<file path="src/design/i2c_crm_pkg.sv">
// Types, codes and constants shared by the I2C controller register model.
package i2c_crm_pkg;

    localparam int OPCODE_W = 4;
    localparam int UNIT_W   = 2;
    localparam int WORD_W   = 32;
    localparam int STATUS_W = 4;
    localparam int BYTE_W   = 8;

    // Register bit positions
    localparam int STATUS_STOP_BIT  = 0;
    localparam int STATUS_START_BIT = 1;
    localparam int STATUS_ACK_BIT   = 2;
    localparam int CTRL_READY_BIT   = 5;

    // Emulated devices (address is the 7-bit bus address)
    localparam logic [6:0]        DEV_LCD        = 7'h39;
    localparam logic [6:0]        DEV_CAMERA     = 7'h21;
    localparam logic [BYTE_W-1:0] LCD_CMD_ID     = 8'hBF;
    localparam logic [BYTE_W-1:0] LCD_ID_COUNT   = 8'h04;
    localparam logic [BYTE_W-1:0] LCD_ID_BYTE    = 8'h02;
    localparam logic [BYTE_W-1:0] CAM_CMD_ID_HI  = 8'h0A;
    localparam logic [BYTE_W-1:0] CAM_CMD_ID_LO  = 8'h0B;
    localparam logic [BYTE_W-1:0] CAM_CMD_VER    = 8'h11;
    localparam logic [BYTE_W-1:0] CAM_CMD_REG_A  = 8'h9C;
    localparam logic [BYTE_W-1:0] CAM_CMD_REG_B  = 8'h9D;
    localparam logic [BYTE_W-1:0] CAM_ID_HI      = 8'h77;
    localparam logic [BYTE_W-1:0] CAM_ID_LO      = 8'h42;
    localparam logic [BYTE_W-1:0] CAM_VER        = 8'h01;
    localparam logic [BYTE_W-1:0] CAM_REG_A      = 8'h1D;
    localparam logic [BYTE_W-1:0] CAM_REG_B      = 8'h2E;
    localparam logic [BYTE_W-1:0] BYTE_COUNT_MAX = 8'hFF;
    localparam logic [BYTE_W-1:0] COUNT_ADDRESS  = 8'h01;
    localparam logic [BYTE_W-1:0] COUNT_COMMAND  = 8'h02;

    typedef enum logic [OPCODE_W-1:0] {
        OP_RD_FLAGS   = 4'd0,
        OP_RD_ENABLE  = 4'd1,
        OP_RD_DATA    = 4'd2,
        OP_RD_CONTROL = 4'd3,
        OP_RD_STATUS  = 4'd4,
        OP_WR_ENABLE  = 4'd5,
        OP_WR_ACK     = 4'd6,
        OP_WR_DATA    = 4'd7,
        OP_WR_CONTROL = 4'd8
    } opcode_t;

    typedef struct packed {
        logic [WORD_W-1:0]   write_value;
        logic [WORD_W-1:0]   write_mask;
        logic [UNIT_W-1:0]   unit;
        logic [OPCODE_W-1:0] opcode;
    } access_t;

    typedef struct packed {
        logic              irq_pulse;
        logic [WORD_W-1:0] read_value;
    } result_t;

    function automatic logic [BYTE_W-1:0] device_read(
        input logic [BYTE_W-1:0] address,
        input logic [BYTE_W-1:0] command,
        input logic [BYTE_W-1:0] count
    );
        logic [BYTE_W-1:0] data;
        data = '0;
        if (address[7:1] == DEV_LCD) begin
            if (command == LCD_CMD_ID && count == LCD_ID_COUNT)
                data = LCD_ID_BYTE;
        end else if (address[7:1] == DEV_CAMERA) begin
            case (command)
                CAM_CMD_ID_HI: data = CAM_ID_HI;
                CAM_CMD_ID_LO: data = CAM_ID_LO;
                CAM_CMD_VER:   data = CAM_VER;
                CAM_CMD_REG_A: data = CAM_REG_A;
                CAM_CMD_REG_B: data = CAM_REG_B;
                default:       data = '0;
            endcase
        end
        return data;
    endfunction

endpackage

</file>
<file path="src/design/i2c_crm_core.sv">
// Register file and combinational access logic of the I2C controller model.
module i2c_crm_core #(
    parameter int NUM_UNITS = 4
) (
    input  logic                clk,
    input  logic                rst_n,
    input  logic                enable,
    input  i2c_crm_pkg::access_t req,
    output i2c_crm_pkg::result_t res
);

    localparam int WORD_W   = i2c_crm_pkg::WORD_W;
    localparam int STATUS_W = i2c_crm_pkg::STATUS_W;
    localparam int BYTE_W   = i2c_crm_pkg::BYTE_W;
    localparam int UNIT_W   = i2c_crm_pkg::UNIT_W;

    logic [WORD_W-1:0]   control_reg [NUM_UNITS];
    logic [WORD_W-1:0]   control_next [NUM_UNITS];
    logic [STATUS_W-1:0] status_reg [NUM_UNITS];
    logic [STATUS_W-1:0] status_next [NUM_UNITS];
    logic [WORD_W-1:0]   irq_enable_reg, irq_enable_next;
    logic [WORD_W-1:0]   irq_flag_reg, irq_flag_next;
    logic [BYTE_W-1:0]   byte_count_reg, byte_count_next;
    logic [BYTE_W-1:0]   device_address_reg, device_address_next;
    logic [BYTE_W-1:0]   device_command_reg, device_command_next;

    logic                unit_ok;
    logic [WORD_W-1:0]   sel_control, new_control;
    logic [STATUS_W-1:0] sel_status, new_status;
    logic [WORD_W-1:0]   masked_value;
    logic [WORD_W-1:0]   irq_bit;
    logic [BYTE_W-1:0]   count_inc;
    logic                xfer_op, xfer, irq;

    assign unit_ok      = {1'b0, req.unit} < (UNIT_W+1)'(NUM_UNITS);
    assign masked_value = req.write_value & req.write_mask;
    assign irq_bit      = WORD_W'(2) << req.unit;
    assign count_inc    = (byte_count_reg == i2c_crm_pkg::BYTE_COUNT_MAX) ?
                          byte_count_reg : byte_count_reg + BYTE_W'(1);

    // Pick the addressed unit's registers
    always_comb
    begin
        sel_control = '0;
        sel_status  = '0;
        for (int k = 0; k < NUM_UNITS; k++) begin
            if (req.unit == UNIT_W'(k))
            begin
                sel_control = control_reg[k];
                sel_status  = status_reg[k];
            end
        end
    end

    always_comb
    begin
        new_control = sel_control;
        new_status  = sel_status;
        if (req.opcode == i2c_crm_pkg::OP_WR_CONTROL)
        begin
            new_control = (sel_control & ~req.write_mask) |
                          (masked_value & ~WORD_W'(1));
            new_status  = (sel_status & ~req.write_mask[STATUS_W-1:0]) |
                          masked_value[STATUS_W-1:0];
        end
        xfer_op = req.opcode == i2c_crm_pkg::OP_RD_DATA ||
                  req.opcode == i2c_crm_pkg::OP_WR_DATA ||
                  req.opcode == i2c_crm_pkg::OP_WR_CONTROL;
        // Transfer step: a started unit acknowledges and drops data ready
        xfer = xfer_op && unit_ok && new_status[i2c_crm_pkg::STATUS_START_BIT];
        if (xfer)
        begin
            new_status[i2c_crm_pkg::STATUS_ACK_BIT]  = 1'b1;
            new_control[i2c_crm_pkg::CTRL_READY_BIT] = 1'b0;
        end
        irq = xfer && ((irq_enable_reg & irq_bit) != '0);
    end

    always_comb
    begin
        for (int k = 0; k < NUM_UNITS; k++) begin
            control_next[k] = control_reg[k];
            status_next[k]  = status_reg[k];
            if (unit_ok && req.unit == UNIT_W'(k))
            begin
                control_next[k] = new_control;
                status_next[k]  = new_status;
            end
        end
        irq_enable_next     = irq_enable_reg;
        irq_flag_next       = irq_flag_reg | (irq ? irq_bit : '0);
        byte_count_next     = byte_count_reg;
        device_address_next = device_address_reg;
        device_command_next = device_command_reg;
        res.read_value      = '0;
        res.irq_pulse       = irq;
        case (req.opcode)
            i2c_crm_pkg::OP_RD_FLAGS:   res.read_value = irq_flag_reg;
            i2c_crm_pkg::OP_RD_ENABLE:  res.read_value = irq_enable_reg;
            i2c_crm_pkg::OP_RD_CONTROL:
                if (unit_ok) res.read_value = sel_control;
            i2c_crm_pkg::OP_RD_STATUS:
                if (unit_ok) res.read_value = WORD_W'(sel_status);
            i2c_crm_pkg::OP_WR_ENABLE:
                irq_enable_next = (irq_enable_reg & ~req.write_mask) | masked_value;
            i2c_crm_pkg::OP_WR_ACK:
                irq_flag_next = irq_flag_reg & ~masked_value;
            i2c_crm_pkg::OP_RD_DATA:
                if (unit_ok)
                begin
                    byte_count_next = count_inc;
                    res.read_value  = WORD_W'(i2c_crm_pkg::device_read(
                        device_address_reg, device_command_reg, count_inc));
                end
            i2c_crm_pkg::OP_WR_DATA:
                if (unit_ok)
                begin
                    byte_count_next = count_inc;
                    if (count_inc == i2c_crm_pkg::COUNT_ADDRESS)
                        device_address_next = masked_value[BYTE_W-1:0];
                    else if (count_inc == i2c_crm_pkg::COUNT_COMMAND)
                        device_command_next = masked_value[BYTE_W-1:0];
                end
            i2c_crm_pkg::OP_WR_CONTROL:
                if (unit_ok && new_status[i2c_crm_pkg::STATUS_STOP_BIT])
                    byte_count_next = '0;
            default: res.read_value = '0;
        endcase
    end

    always_ff @(posedge clk or negedge rst_n)
    begin
        if (!rst_n)
        begin
            for (int k = 0; k < NUM_UNITS; k++) begin
                control_reg[k] <= '0;
                status_reg[k]  <= '0;
            end
            irq_enable_reg     <= '0;
            irq_flag_reg       <= '0;
            byte_count_reg     <= '0;
            device_address_reg <= '0;
            device_command_reg <= '0;
        end
        else if (enable)
        begin
            for (int k = 0; k < NUM_UNITS; k++) begin
                control_reg[k] <= control_next[k];
                status_reg[k]  <= status_next[k];
            end
            irq_enable_reg     <= irq_enable_next;
            irq_flag_reg       <= irq_flag_next;
            byte_count_reg     <= byte_count_next;
            device_address_reg <= device_address_next;
            device_command_reg <= device_command_next;
        end
    end

endmodule

</file>
<file path="config.mk">
export PLATFORM = sky130hd
export DESIGN_NAME = i2c_crm_core
export DESIGN_NICKNAME = d
export VERILOG_FILES = /design/src/design/i2c_crm_pkg.sv /design/src/design/i2c_crm_core.sv
export SDC_FILE = /design/constraint.sdc
export NUM_CORES = 1
export LEC_CHECK = 0
export BUFFER_PORTS_ARGS = -buffer_cell sky130_fd_sc_hd__buf_2
export CAP_MARGIN = 10
export CORE_MARGIN = 2
export CORE_UTILIZATION = 40
export DETAILED_ROUTE_END_ITERATION = 6
export PLACE_DENSITY_LB_ADDON = 0.25
export SLEW_MARGIN = 40
export SYNTH_ARGS = -nofsm -noshare
export SYNTH_HDL_FRONTEND = slang
export SYNTH_SLANG_ARGS = --single-unit
</file>
<file path="constraint.sdc">
create_clock -name clk -period 1.86 [get_ports clk]
set_input_delay 0.186 -clock clk [delete_from_list [all_inputs] [get_ports clk]]
set_output_delay 0.186 -clock clk [all_outputs]
set_load 0.01 [all_outputs]
</file>
==> results.sh, run 1 <==
export IMPL_finalWorstSetupSlack_ps=-371
export IMPL_syn_area_um2=11200
export IMPL_gr_usage_all_layers_pct=21.1
export IMPL_cts_tree="done"
export IMPL_routed_wirelength_mm=30.6
export IMPL_swShare_pct=28.1
export IMPL_dp_hpwl_mm=20.3
export IMPL_critical_path_arrival_ps=2040
export IMPL_worstSetupPathType="reg -> out"
export IMPL_firstDrtPassIters=5
export IMPL_core_area_um2=27700
export IMPL_synth_avg_cell_area_um2=10.1
export IMPL_ys_seq_area_share_pct=51.6
export IMPL_combPwrFrac_pct=21.2
export IMPL_fin_skew_ps=7.09
export IMPL_htree_levels=1
export IMPL_die_w_um=171
export IMPL_vias=9187
export IMPL_maxCapViolCount=0
export IMPL_port_buffers=105
export IMPL_cp_end_kind="output port"
export IMPL_synth_cells=1114
export IMPL_reg2reg_depth=7
export IMPL_intPower_mw=10.4
export IMPL_cts_sinks=231
export IMPL_cts_made_buffers=26
export IMPL_ys_warnings_count=0
export IMPL_dp_slack_ps=-18.7
export IMPL_dp_cells=1607
export IMPL_r2r_setup_slack_ps=70
export IMPL_postRouteAntennaNets=0
export IMPL_start_util_pct=40.4
export IMPL_clockBufferDepth=3
export IMPL_area_growth_pct=31.5
export IMPL_fin_cells=1756
export IMPL_p_sw_mw=4.07
export IMPL_drt_iter0_drc=673
export IMPL_rows=61
export IMPL_die_y_um=171
export IMPL_rsz0062_at_grt="yes"
export IMPL_start_kind="flip-flop"
export IMPL_path_max_fanout=3
export IMPL_clkTransAtPathRegs_ps=60
export IMPL_ir_worst_vdd_uv=571
export IMPL_tightest_slew_ps=469
export IMPL_cp_slowest_cell="dfrtp_1"
export IMPL_hold_viol=0
export IMPL_powerDensity_nw_per_um2=984
export IMPL_grt_max_degree=56
export IMPL_gp_congestion=0.838
export IMPL_final_net_count=1437
export IMPL_synth_edf_count=0
export IMPL_r2r_start="byte_count_reg[0]"
export IMPL_r2r_end="device_command_reg[3]"
export IMPL_crit_chain="inv_2 > nand4_1 > nor4_4 > nand3_1 > o221ai_1 > buf_2"
export IMPL_p_seq_share_pct=44.4
export IMPL_synth_distinct_cells=54
export IMPL_setup_viol=33
export IMPL_drc=0
export IMPL_async_reset_ff_share_pct=100
export IMPL_p_total_mw=14.5
export IMPL_clockRootBuffer="clkbuf_16"
export IMPL_via_per_inst=5.23
export IMPL_syn_nets=1190
export IMPL_whs_endpoint="device_command_reg[7]"
export IMPL_timing_fmax_ghz=0.448
export IMPL_synth_main_ff_cell="dfrtp_1"
export IMPL_holdPathStages=3
export IMPL_drive_gt1_share_pct=27.1
export IMPL_grt_pass1_vias=9155
export IMPL_grt_overflow=0
export IMPL_violations="setup timing"
export IMPL_insertedDiodeCount=0
export IMPL_period_minus_slack_ps=2230
export IMPL_outcome="finished, violations left"
export IMPL_setup_tns_final_ps=-4150
export IMPL_slew_violations=0
export IMPL_fp_dieArea_um2=29400
export IMPL_leakagePower_nw=6.87
export IMPL_antenna_found_initial=0
export IMPL_clk_latency_ps=530
export IMPL_grt_pass1_wl_mm=48.9
export IMPL_hp_start="req[13]"
export IMPL_clockPowerShare_pct=34.3
export IMPL_hp_class="in -> reg"
export IMPL_synth_seq_cells=231
export IMPL_io_pins=106
export IMPL_cp_required_ps=1670
export IMPL_slowest_delay_ps=370
export IMPL_maxSlewHeadroom_pct=68.7
export IMPL_wl_per_cell_um=17.4
export IMPL_finalCritPeriodShare_pct=120
## kinds of logic after synthesis
kind of cell,share of synthesized area (%)
AOI/OAI and AO/OA,13.4
and+or+nand+nor,13.6
muxes,16.8
DFF,51.6
xor gates and xnor gates,0.0782
buffers and inverters,4.16
adders and majority gates,0.335
## cells in the mapped netlist (2+ instances only)
master,number,area share [%]
nand3b_1,5,0.34
o31ai_1,3,0.20
o21a_1,4,0.27
a21oi_1,46,2.1
nand4_1,7,0.39
nand3_1,8,0.36
nor2b_1,3,0.17
mux2_2,35,3.5
buf_2,18,0.80
o221ai_1,3,0.23
buf_4,6,0.40
o21ai_0,158,7.1
o22ai_1,4,0.22
and2_1,4,0.22
nand2_1,241,8.1
nor3_1,4,0.18
nor2_1,68,2.3
a21o_1,2,0.13
o41ai_2,2,0.29
ha_1,3,0.34
mux4_2,36,7.2
nand4b_1,3,0.23
and3_1,5,0.28
dfrtp_1,231,52
a31oi_1,27,1.5
o21ai_1,4,0.18
nor4_1,2,0.11
inv_1,40,1.3
a21boi_0,2,0.13
mux2i_1,68,6.1
clkbuf_1,45,1.5
nor3b_1,2,0.13
or3_1,3,0.17
o211ai_1,2,0.13
## stage by stage
step | area [um^2] | hold slack (ps) | util [%]
global placement | 12700 | 147 | 45.8
floorplan | 11200 | -110 | -
global route | 14700 | 10.8 | 53.2
CTS | 14600 | 0.912 | 52.8
detailed placement | 12700 | 145 | 45.8
finish | 14700 | 6.61 | 53.2
## cells in the final DEF, fill, tap and decap left out, drive strengths merged, types with 3 or more instances in the layout
cell type | synthesis | final
nand2 | 241 | 241
dfrtp | 231 | 231
buf | 25 | 205
o21ai | 162 | 162
dlygate4sd3 | 0 | 84
nor2 | 69 | 69
mux2i | 68 | 68
a21oi | 47 | 47
inv | 40 | 40
clkbuf | 45 | 39
mux4 | 36 | 36
mux2 | 35 | 35
a31oi | 27 | 27
nand3 | 8 | 8
nand4 | 7 | 7
and3 | 6 | 6
nand3b | 5 | 5
clkinv | 0 | 5
o22ai | 4 | 4
o21a | 4 | 4
and2 | 4 | 4
nor3 | 4 | 4
nand4b | 3 | 3
nor2b | 3 | 3
or3 | 3 | 3
o221ai | 3 | 3
o31ai | 3 | 3
ha | 3 | 3
## per-layer routing
metal	global-route usage (%)	routed length, um	vias to the layer above
li1	-	-	4392
met1	29.8	14200	4569
met2	34.9	14500	193
met3	2.81	1310	33
met4	4.64	487	0
met5	0	0	-
## power groups by stage
stage               Sequential [mW]  Clock, mW  Combinational (mW)
floorplan                      6.35          0                1.70
CTS                            6.43       5.08                3.00
detailed placement             6.51          0                2.60
finish                         6.44       4.98                3.08
global placement               6.48          0                2.55
global route                   6.56       5.30                3.45
## worst max path at each step
stage	to	start	cells after the start	slack, ps
floorplan	device_address_reg[1]	byte_count_reg[0]	6	30
global placement	res[32]	req[1]	6	-20
detailed placement	res[32]	req[1]	6	-20
CTS	res[2]	device_command_reg[7]	7	-330
global route	res[2]	device_command_reg[2]	7	-430
finish	res[2]	device_address_reg[2]	6	-370
## worst max-delay path: cells and delay by family, from the launching register on
family | cells | cell delay (ps)
buf+inv | 2 | 240
simple gates | 3 | 620
compound gates | 1 | 270
flops | 1 | 370
## final cells by class
cell class              instances  area [um^2]
clock inverters                 6         66.3
inverters                      40          150
flip-flops and latches        231         5780
multi-input cells             773         5180
repair buffers                289         2320
fillers                      2491        13000
well taps                     378          473
clock buffers                  39          759
## repair_timing
action / in CTS / in global routing
cloned: 0 / 0
buffers inserted: 12 / 8
gates resized for setup: 46 / 13
pin swaps: 37 / 7
setup endpoints to repair: 39 / 49
hold endpoints to repair: 136 / 0
hold buffers: 84 / 0
Power figures use the tool's default switching activity.
==> run 2, diff against run 1 <==
--- a/config.mk
+++ b/config.mk
@@ -11,6 +11,7 @@
 export CORE_UTILIZATION = 40
 export DETAILED_ROUTE_END_ITERATION = 6
 export PLACE_DENSITY_LB_ADDON = 0.25
+export REMOVE_ABC_BUFFERS = 1
 export SLEW_MARGIN = 40
 export SYNTH_ARGS = -nofsm -noshare
 export SYNTH_HDL_FRONTEND = slang
==> constraint.sdc (replaced) <==
create_clock -name clk -period 1.86 [get_ports clk]
set_input_delay 0.186 -clock clk [delete_from_list [all_inputs] [get_ports clk]]
set_output_delay 0.186 -clock clk [all_outputs]
set_load 0.1 [all_outputs]
==> run 2 against run 1 <==
  * The run still ends with setup timing left
  * Power is 6.3% higher
  * Worst setup slack worse by 140 ps
  * Utilization rose by 3.6 points
  * Wire length rose by 2.5%
  * Largest power group unchanged
==> results.sh, run 2 (synthesis results as in run 1) <==
export IMPL_violations="setup timing"
export IMPL_r2r_start="byte_count_reg[7]"
export IMPL_cp_slowest_cell="dfrtp_1"
export IMPL_clkTransAtPathRegs_ps=60
export IMPL_powerDensity_nw_per_um2=980
export IMPL_rows=61
export IMPL_drt_iter0_drc=847
export IMPL_slew_violations=0
export IMPL_htree_levels=1
export IMPL_finalWorstSetupSlack_ps=-506
export IMPL_cts_made_buffers=26
export IMPL_via_per_inst=5.23
export IMPL_cts_tree="done"
export IMPL_fin_cells=1784
export IMPL_worstSetupPathType="reg -> out"
export IMPL_ir_worst_vdd_uv=567
export IMPL_final_common_cell="nand2_1"
export IMPL_grt_pass1_wl_mm=51.0
export IMPL_p_total_mw=15.4
export IMPL_leakagePower_nw=7.19
export IMPL_startpoint="device_command_reg[6]"
export IMPL_insertedDiodeCount=0
export IMPL_die_y_um=171
export IMPL_outcome="finished, violations left"
export IMPL_final_cell_mix="nand2_1, dfrtp_1, o21ai_0"
export IMPL_vias=9327
export IMPL_crit_chain="and4b_1 > buf_6 > nand2_4 > a21o_1 > and2_4 > o221ai_4 > buf_12"
export IMPL_critical_path_arrival_ps=2180
export IMPL_setup_viol=33
export IMPL_core_area_um2=27700
export IMPL_postRouteAntennaNets=0
export IMPL_start_util_pct=40.4
export IMPL_hp_start="req[16]"
export IMPL_area_growth_pct=40.4
export IMPL_routed_wirelength_mm=31.3
export IMPL_fillers=2391
export IMPL_dp_hpwl_mm=20.7
export IMPL_port_buffers=105
export IMPL_drc=0
export IMPL_drive_gt1_share_pct=31.5
export IMPL_slowest_delay_ps=400
export IMPL_hp_class="in -> reg"
export IMPL_hold_viol=0
export IMPL_maxSlewHeadroom_pct=50.7
export IMPL_grt_max_degree=73
export IMPL_gr_usage_all_layers_pct=21.8
export IMPL_antenna_found_initial=1
export IMPL_die_w_um=171
export IMPL_cts_sinks=231
export IMPL_grt_pass1_vias=9633
export IMPL_fin_skew_ps=11.7
export IMPL_cp_end_kind="output port"
export IMPL_timing_fmax_ghz=0.423
export IMPL_fp_dieArea_um2=29400
export IMPL_start_kind="flip-flop"
export IMPL_path_max_fanout=3
export IMPL_tightest_slew_ps=739
export IMPL_finalCritPeriodShare_pct=127
export IMPL_cp_required_ps=1670
export IMPL_clockRootBuffer="clkbuf_16"
export IMPL_maxCapViolCount=0
export IMPL_firstDrtPassIters=6
export IMPL_io_pins=106
export IMPL_fin_util_pct=56.8
export IMPL_dp_cells=1628
export IMPL_clockBufferDepth=3
export IMPL_clk_latency_ps=530
export IMPL_rsz0062_at_grt="yes"
export IMPL_gp_congestion=0.856
export IMPL_final_net_count=1462
export IMPL_grt_overflow=0
export IMPL_wl_per_cell_um=17.6
export IMPL_period_minus_slack_ps=2370
[run 2: metrics by stage]
stage	instance area, um^2	hold slack [ps]	setup slack (ps)	TNS, ps
global placement	13400	213	-184	-9150
detailed placement	13400	221	-187	-12560
CTS	15500	3.23	-437	-7750
finish	15700	16.8	-506	-8010
floorplan	10900	-110	-1590	-147300
global route	15700	6.10	-556	-10050
[run 2: layout make-up]
cell class	instances	area [um^2]	share of cell area, %
inverter	40	150	0.955
clock buffer	36	769	4.89
clock inverter	12	138	0.875
timing repair buffer	314	3060	19.4
tap	378	473	3.01
sequential	231	5780	36.7
multi-input combinational	773	5360	34.1
[run 2: final timing paths]
check,cells past startpoint,slack (ps),to
setup / recovery,7,-510,res[0]
hold / removal,3,20,flip-flop
setup reg to reg,7,90,device_command_reg[7]
hold reg to reg,2,480,control_reg[82]
max in group asynchronous,3,950,async pin
min in group asynchronous,2,230,async pin
[run 2: report_power, final]
group | switching (mW) | internal (mW)
clock network | 2.09 | 3.29
registers | 0.518 | 5.94
logic | 1.86 | 1.72
total | 4.46 | 11.0
[run 2: worst max-delay path: cells and delay by family, from the launching register on]
kind	cells	cell delay (ps)
DFF	1	400
and+or+nand+nor	3	520
AOI/OAI and AO/OA	2	390
buffers and inverters	2	340
[run 2: timing repair]
item	4_1_cts	5_1_grt
setup endpoints to repair	42	48
hold endpoints to repair	120	0
pin swaps	38	26
gates resized for setup	62	45
hold buffers	82	0
buffers inserted	7	19
[run 2: per-layer routing]
metal  global-route usage [%]  up-vias  wire length, um
li1                         -     4448                -
met5                        0        -                9
met4                     5.38        2              589
met1                     30.4     4606            14800
met3                     3.13       47             1340
met2                     36.1      224            14600
